**src/sv/depth_hole_fill_3x3_top_macros.svh**
```systemverilog
// Assertion macros shared by the depth hole filler.
`ifndef DEPTH_HOLE_FILL_3X3_TOP_MACROS_SVH
`define DEPTH_HOLE_FILL_3X3_TOP_MACROS_SVH

// The consequent must hold in the same cycle as the antecedent.
`define DHF_ASSERT_SAME(label, ante, cons, msg) \
  label: assert property (@(posedge clk) disable iff (rst) (ante) |-> (cons)) \
    else $error(msg);

// The consequent must hold in the cycle after the antecedent.
`define DHF_ASSERT_NEXT(label, ante, cons, msg) \
  label: assert property (@(posedge clk) disable iff (rst) (ante) |=> (cons)) \
    else $error(msg);

`endif

```
**src/sv/dhf_pkg.sv**
```systemverilog
// Package with shared constants, types and the reciprocal table of the depth hole filler.
`timescale 1ns / 1ps

package dhf_pkg;

  localparam int MAX_WIDTH  = 1024;
  localparam int MAX_HEIGHT = 1024;
  localparam int COL_W      = $clog2(MAX_WIDTH);
  localparam int CFG_W      = 11;
  localparam int PIX_W      = 16;
  localparam int IDX_W      = 21;
  localparam int ROW_CAP    = MAX_HEIGHT + 2;

  localparam logic REG_FRAME_WIDTH  = 1'b0;
  localparam logic REG_FRAME_HEIGHT = 1'b1;

  localparam logic OP_PIXEL = 1'b0;
  localparam logic OP_FLUSH = 1'b1;

  typedef struct packed {
    logic accept;
    logic load;
    logic sum1;
    logic sum2;
    logic mul;
    logic fix;
  } dhf_cmd_t;

  typedef struct packed {
    logic drop;
    logic emit;
  } dhf_sts_t;

  // Floor of 2^20 divided by the neighbor count.
  function automatic logic [20:0] recip(input logic [3:0] cnt);
    logic [20:0] r;
    case (cnt)
      4'd1: r = 21'd1048576;
      4'd2: r = 21'd524288;
      4'd3: r = 21'd349525;
      4'd4: r = 21'd262144;
      4'd5: r = 21'd209715;
      4'd6: r = 21'd174762;
      4'd7: r = 21'd149796;
      4'd8: r = 21'd131072;
      default: r = 21'd0;
    endcase
    return r;
  endfunction

endpackage

```
**src/sv/dhf_ctrl.sv**
```systemverilog
// Controller state machine that sequences one word through the datapath.
`timescale 1ns / 1ps

module dhf_ctrl (
  input  logic              clk,
  input  logic              rst,
  input  logic              in_valid,
  output logic              in_ready,
  output logic              out_valid,
  input  logic              out_ready,
  input  dhf_pkg::dhf_sts_t sts,
  output dhf_pkg::dhf_cmd_t cmd
);

  localparam logic [2:0] S_IDLE = 3'd0;
  localparam logic [2:0] S_LOAD = 3'd1;
  localparam logic [2:0] S_SUM1 = 3'd2;
  localparam logic [2:0] S_SUM2 = 3'd3;
  localparam logic [2:0] S_MUL  = 3'd4;
  localparam logic [2:0] S_FIX  = 3'd5;
  localparam logic [2:0] S_OUT  = 3'd6;

  logic [2:0] state;
  logic [2:0] state_next;

  always_comb begin
    in_ready   = (state == S_IDLE);
    out_valid  = (state == S_OUT);
    cmd.accept = (state == S_IDLE) && in_valid;
    cmd.load   = (state == S_LOAD);
    cmd.sum1   = (state == S_SUM1);
    cmd.sum2   = (state == S_SUM2);
    cmd.mul    = (state == S_MUL);
    cmd.fix    = (state == S_FIX);
  end

  always_comb begin
    state_next = state;
    case (state)
      S_IDLE: begin
        if (in_valid && !sts.drop) begin
          state_next = S_LOAD;
        end
      end
      S_LOAD: begin
        state_next = sts.emit ? S_SUM1 : S_IDLE;
      end
      S_SUM1: state_next = S_SUM2;
      S_SUM2: state_next = S_MUL;
      S_MUL:  state_next = S_FIX;
      S_FIX:  state_next = S_OUT;
      S_OUT: begin
        if (out_ready) begin
          state_next = S_IDLE;
        end
      end
      default: state_next = S_IDLE;
    endcase
  end

  always_ff @(posedge clk) begin
    if (rst) begin
      state <= S_IDLE;
    end else begin
      state <= state_next;
    end
  end

endmodule

```
**config.mk**
```make
export PLATFORM = sky130hd
export DESIGN_NAME = dhf_ctrl
export DESIGN_NICKNAME = d
export VERILOG_FILES = /design/src/sv/depth_hole_fill_3x3_top_macros.svh /design/src/sv/dhf_pkg.sv /design/src/sv/dhf_ctrl.sv
export SDC_FILE = /design/constraint.sdc
export NUM_CORES = 1
export LEC_CHECK = 0
export BUFFER_PORTS_ARGS = -buffer_cell sky130_fd_sc_hd__buf_4
export CAP_MARGIN = 20
export CORE_AREA = 2 2 39 41
export DETAILED_ROUTE_END_ITERATION = 12
export DIE_AREA = 0 0 41 43
export PLACE_DENSITY = 0.4
export SKIP_CTS_REPAIR_TIMING = 1
export SKIP_LAST_GASP = 1
export SLEW_MARGIN = 20
export SYNTH_ARGS = -nofsm -noshare
export SYNTH_HDL_FRONTEND = slang
export SYNTH_SLANG_ARGS = --single-unit
```
**constraint.sdc**
```tcl
create_clock -name clk -period 1.8 [get_ports clk]
set_input_delay 0.27 -clock clk [delete_from_list [all_inputs] [get_ports clk]]
set_output_delay 0.27 -clock clk [all_outputs]
set_load 0.05 [all_outputs]
```
## Word level (Yosys, flattened, before mapping)

Cells that the tools add are included.

- Bits of input ports: 6
- Output and inout bits: 8
- Logic and storage cells: 18
- Register bits: 3

- Reductions and logical operators: 5
- Equality and inequality tests: 8
- Multiplexer cells: 4

Operator list:

| operator | number |
|---|---|
| 3-bit case mux with 7 select lines | 1 |
| 3-bit == test, second input constant | 3 |
| 3-bit by 2-bit == test with 1-bit output, second input constant | 2 |
| 3-bit two-way mux | 2 |
| 2-bit by 1-bit inequality test with 1-bit output, second input constant | 2 |
| 3-bit by 1-bit == test with 1-bit output, second input constant | 1 |
| 3-bit zero test | 1 |
| 1-bit logical AND | 2 |
| 2-bit two-way mux | 1 |
| 2-bit AND reduction | 1 |
| 1-bit zero test | 1 |

## Depth between registers and ports, before layout

- Word-level depth: 4
- Gate-level depth with buffers: 4
- Depth with buffers taken out: 3

## Worst setup path after synthesis

OpenSTA, ideal clock, no wires.

- Kind: reg2out
- Start point: register state[2]
- End point: output port cmd[5] (netlist bit)
- Path buffers: 1
- Stages on the path, launching flop included: 4
- Data arrival time: 2.138 ns
- Setup slack: -0.608 ns
- Data required time: 1.530 ns
- Cells stage by stage: dfxtp_1 buf_2 nor3_1 and2_1

RTL lines:

| element | RTL line | source |
|---|---|---|
| start, declared | dhf_ctrl.sv:23 | `logic [2:0] state;` |
| start signal, assigned | dhf_ctrl.sv:65 | `state <= state_next;` |
| end, declared | dhf_ctrl.sv:12 | `output dhf_pkg::dhf_cmd_t cmd` |

==> impl_metrics.prom <==
# TYPE chip_impl_metric gauge
chip_impl_metric{name="slew_headroom",unit="%"} 76.2
chip_impl_metric{name="synth_simple_gate_area_share",unit="%"} 31.2
chip_impl_info{name="cp_cell_sequence",value="nor3b_1 > buf_4"} 1
chip_impl_metric{name="worstPathMaxFanout",unit=""} 11
chip_impl_metric{name="register_bit_total_from_synthesis",unit=""} 3
chip_impl_info{name="worst_setup_path_end_kind",value="primary output"} 1
chip_impl_metric{name="drt.antenna.violating_nets",unit=""} 0
chip_impl_metric{name="grt.total_usage",unit="%"} 7.22
chip_impl_metric{name="drt-wirelength-per-cell",unit="µm"} 9.24
chip_impl_metric{name="arrival",unit="ns"} 1.22
chip_impl_info{name="holdCritPathClass",value="in -> reg"} 1
chip_impl_metric{name="timing.critical_path.slowest_cell_delay",unit="ns"} 0.52
chip_impl_info{name="synth_largest_area_cell",value="dfxtp_1"} 1
chip_impl_metric{name="die_ar",unit="µm²"} 1760
chip_impl_metric{name="total_cts_buffers",unit=""} 3
chip_impl_metric{name="worstMarginPinSlew",unit="ns"} 0.357
chip_impl_metric{name="timing.final.crit_share",unit="%"} 82.5
chip_impl_metric{name="port_buffers",unit=""} 13
chip_impl_metric{name="drcViolationCount",unit=""} 0
chip_impl_metric{name="synthCells",unit=""} 23
chip_impl_info{name="tritoncts",value="built"} 1
chip_impl_info{name="layout.cells.most_common_list",value="buf_4, clkbuf_4, dfxtp_1, nor3b_2, a21oi_1"} 1
chip_impl_metric{name="gr-usage-met1",unit="%"} 7.37
chip_impl_metric{name="chipWidth",unit="µm"} 41
chip_impl_metric{name="detailed_place_hpwl",unit="µm"} 379
chip_impl_metric{name="first_pass_grt_wire_length",unit="µm"} 800
chip_impl_metric{name="p_per_area",unit="nW/µm²"} 762
chip_impl_metric{name="final_design_area_no_fill",unit="µm²"} 335
chip_impl_metric{name="largest_net_degree_at_the_start_of_global_routing",unit=""} 13
chip_impl_metric{name="hold_violations",unit=""} 0
chip_impl_info{name="layout_top_registers",value="state: 3 flops"} 1
chip_impl_info{name="grt_most_used_layer",value="met2"} 1
chip_impl_metric{name="timing.final.setup_violations",unit=""} 0
chip_impl_metric{name="placementRows",unit=""} 14
chip_impl_metric{name="layout.area.seq",unit="µm²"} 60.1
chip_impl_metric{name="power",unit="µW"} 256
chip_impl_info{name="timing.critical_path.from_type",value="register"} 1
chip_impl_metric{name="nNetsFinal",unit=""} 45
chip_impl_metric{name="final_max_slew_viol_count",unit=""} 0
chip_impl_info{name="crit_type",value="reg -> out"} 1
chip_impl_metric{name="fraction_of_met3_tracks_used_by_global_routing",unit="%"} 4.71
chip_impl_metric{name="yosys.cell_types.count",unit=""} 17
chip_impl_metric{name="h-tree-depth",unit=""} 1
chip_impl_metric{name="area_delta_synth_final",unit="%"} 74.0
chip_impl_metric{name="initialDrtViolationCount",unit=""} 8
chip_impl_metric{name="clk_latency",unit="ns"} 0.23
chip_impl_metric{name="floorplan.initialDensity",unit="%"} 13.9
chip_impl_metric{name="maxCapViolCount",unit=""} 0
chip_impl_metric{name="fraction_of_the_mapped_netlist_area_in_compound_gates",unit="%"} 25.3
chip_impl_metric{name="max_freq",unit="MHz"} 673
chip_impl_metric{name="netlist_area",unit="µm²"} 193
chip_impl_metric{name="timing.setup.tns",unit="ns"} 0
chip_impl_metric{name="placed_cells",unit=""} 50
chip_impl_metric{name="irDropWorstVdd",unit="mV"} 0.227
chip_impl_metric{name="initial_antenna_violation_count",unit=""} 0
chip_impl_metric{name="multi_input_gate_area_in_the_final_layout",unit="µm²"} 124
chip_impl_info{name="synth_top_cells_by_area",value="dfxtp_1, nor3b_1, buf_6, a2111oi_1, a21oi_1"} 1
chip_impl_metric{name="grt.met2_usage",unit="%"} 9.69
chip_impl_metric{name="clk_pin_slew",unit="ns"} 0.04
chip_impl_metric{name="largest_register_ffs",unit=""} 3
chip_impl_metric{name="yosysTopAreaCellShare",unit="%"} 31.2
chip_impl_metric{name="grt_overflow",unit=""} 0
chip_impl_metric{name="clockBufferDepth",unit=""} 2
chip_impl_info{name="main_combinational_cell_family_by_area_after_synthesis",value="simple AND/OR/NAND/NOR gates"} 1
chip_impl_metric{name="post_route_cells_drive_above_1_share",unit="%"} 57.9
chip_impl_metric{name="tritoncts_num_sinks",unit=""} 3
chip_impl_metric{name="leakage",unit="µW"} 0.000148
chip_impl_metric{name="synth-warning-count",unit=""} 0
chip_impl_metric{name="post_place_instance_area",unit="µm²"} 309
chip_impl_info{name="worst_path_max_delay_cell",value="dfxtp_1"} 1
chip_impl_metric{name="firstDrtPassIters",unit=""} 2
chip_impl_metric{name="synth-adder-area-share",unit="%"} 0
chip_impl_metric{name="placeable_core_region",unit="µm²"} 1380
chip_impl_info{name="result_of_the_run",value="finished clean"} 1
chip_impl_metric{name="synth.yosys.seq_area_share",unit="%"} 31.2
chip_impl_info{name="cts_root_buffer",value="clkbuf_4"} 1
chip_impl_metric{name="worst-endpoint-required",unit="ns"} 1.53
chip_impl_metric{name="fillerInstances",unit=""} 160
chip_impl_metric{name="drt_wl_total",unit="µm"} 499
chip_impl_metric{name="die_h",unit="µm"} 43
chip_impl_metric{name="ioPinCount",unit=""} 14
chip_impl_info{name="grt_setup_unrepaired",value="no"} 1
chip_impl_metric{name="synthXorXnorAreaFrac",unit="%"} 0
chip_impl_metric{name="gp_congestion",unit=""} 0.640
chip_impl_metric{name="first_global_vias",unit=""} 203
chip_impl_metric{name="synthesis.nets",unit=""} 29
chip_impl_info{name="final_common_cell",value="buf_4"} 1
chip_impl_metric{name="synthMuxAreaShare",unit="%"} 0
chip_impl_metric{name="routed-via-count",unit=""} 211
chip_impl_metric{name="final_critical_delay_including_setup_and_external_delays",unit="ns"} 1.49
chip_impl_metric{name="viasPerCell",unit=""} 3.91
chip_impl_metric{name="post_synth.cell_area_avg",unit="µm²"} 8.38
chip_impl_metric{name="finalNonFillerCells",unit=""} 54
chip_impl_metric{name="clock_skew_after_layout",unit="ns"} 0.00223
chip_impl_info{name="top_register",value="state"} 1
chip_impl_metric{name="n_antenna_cell",unit=""} 0
==> power by group <==
group | leakage [µW] | switching [µW] | total, µW | internal (µW)
sequential | 0.0000244 | 7.07 | 76.7 | 69.6
combinational | 0.000108 | 37.7 | 61.1 | 23.4
clock | 0.0000150 | 34.8 | 118 | 83.1
==> worst max-delay path: cells and delay by family, from the launching register on <==
family / cells / cell delay, ns
buffers and inverters: 1 / 0.23
DFF: 1 / 0.52
and+or+nand+nor: 1 / 0.23
==> logic make-up (layout without fill, tap and decap cells) <==
logic type	count (synthesis)	after routing
DFF	3	3
AOI/OAI and AO/OA	7	7
and+or+nand+nor	9	9
buffers and inverters	4	19
==> stage by stage <==
stage	hold WS, ns	utilization (%)	setup WS [ns]
floorplan	0.339	-	-0.136
global placement	0.457	22.3	0.571
detailed placement	0.457	22.3	0.556
CTS	0.209	24.2	0.297
global route	0.212	24.2	0.210
finish	0.216	24.2	0.315
==> Yosys cell counts (all sizes together) <==
master	number
nor3b	3
and3b	1
buf	2
o21ai	1
a21oi	2
nor3	2
inv	2
nor2	1
and2	1
a211oi	1
o211ai	1
dfxtp	3
a211o	1
and3	1
a2111oi	1
==> routing by layer <==
layer  wire [µm]  share of wire [%]
met2         211                 42
met1         234                 47
met5           0                  0
met3          53                 11
met4           0                  0
==> final cells by class <==
type / instances / area share, %
Tap cell: 16 / 5.97
Clock buffer: 4 / 7.84
Multi-Input combinational cell: 16 / 36.9
Inverter: 2 / 2.24
Timing Repair Buffer: 13 / 29.1
Sequential cell: 3 / 17.9
==> path summary, 6_finish.rpt <==
path | startpoint | to | slack [ns] | cells past startpoint
worst max-delay path | state[0]$_SDFFE_PP0P_ | cmd[4] | 0.31 | 2
worst min register to register | state[0]$_SDFFE_PP0P_ | state[1]$_SDFFE_PP0P_ | 0.66 | 2
worst max register to register | state[2]$_SDFFE_PP0P_ | state[0]$_SDFFE_PP0P_ | 0.74 | 2
worst min-delay path | rst | state[2]$_SDFFE_PP0P_ | 0.22 | 2
Note: power is estimated with default switching activity, not from simulation.
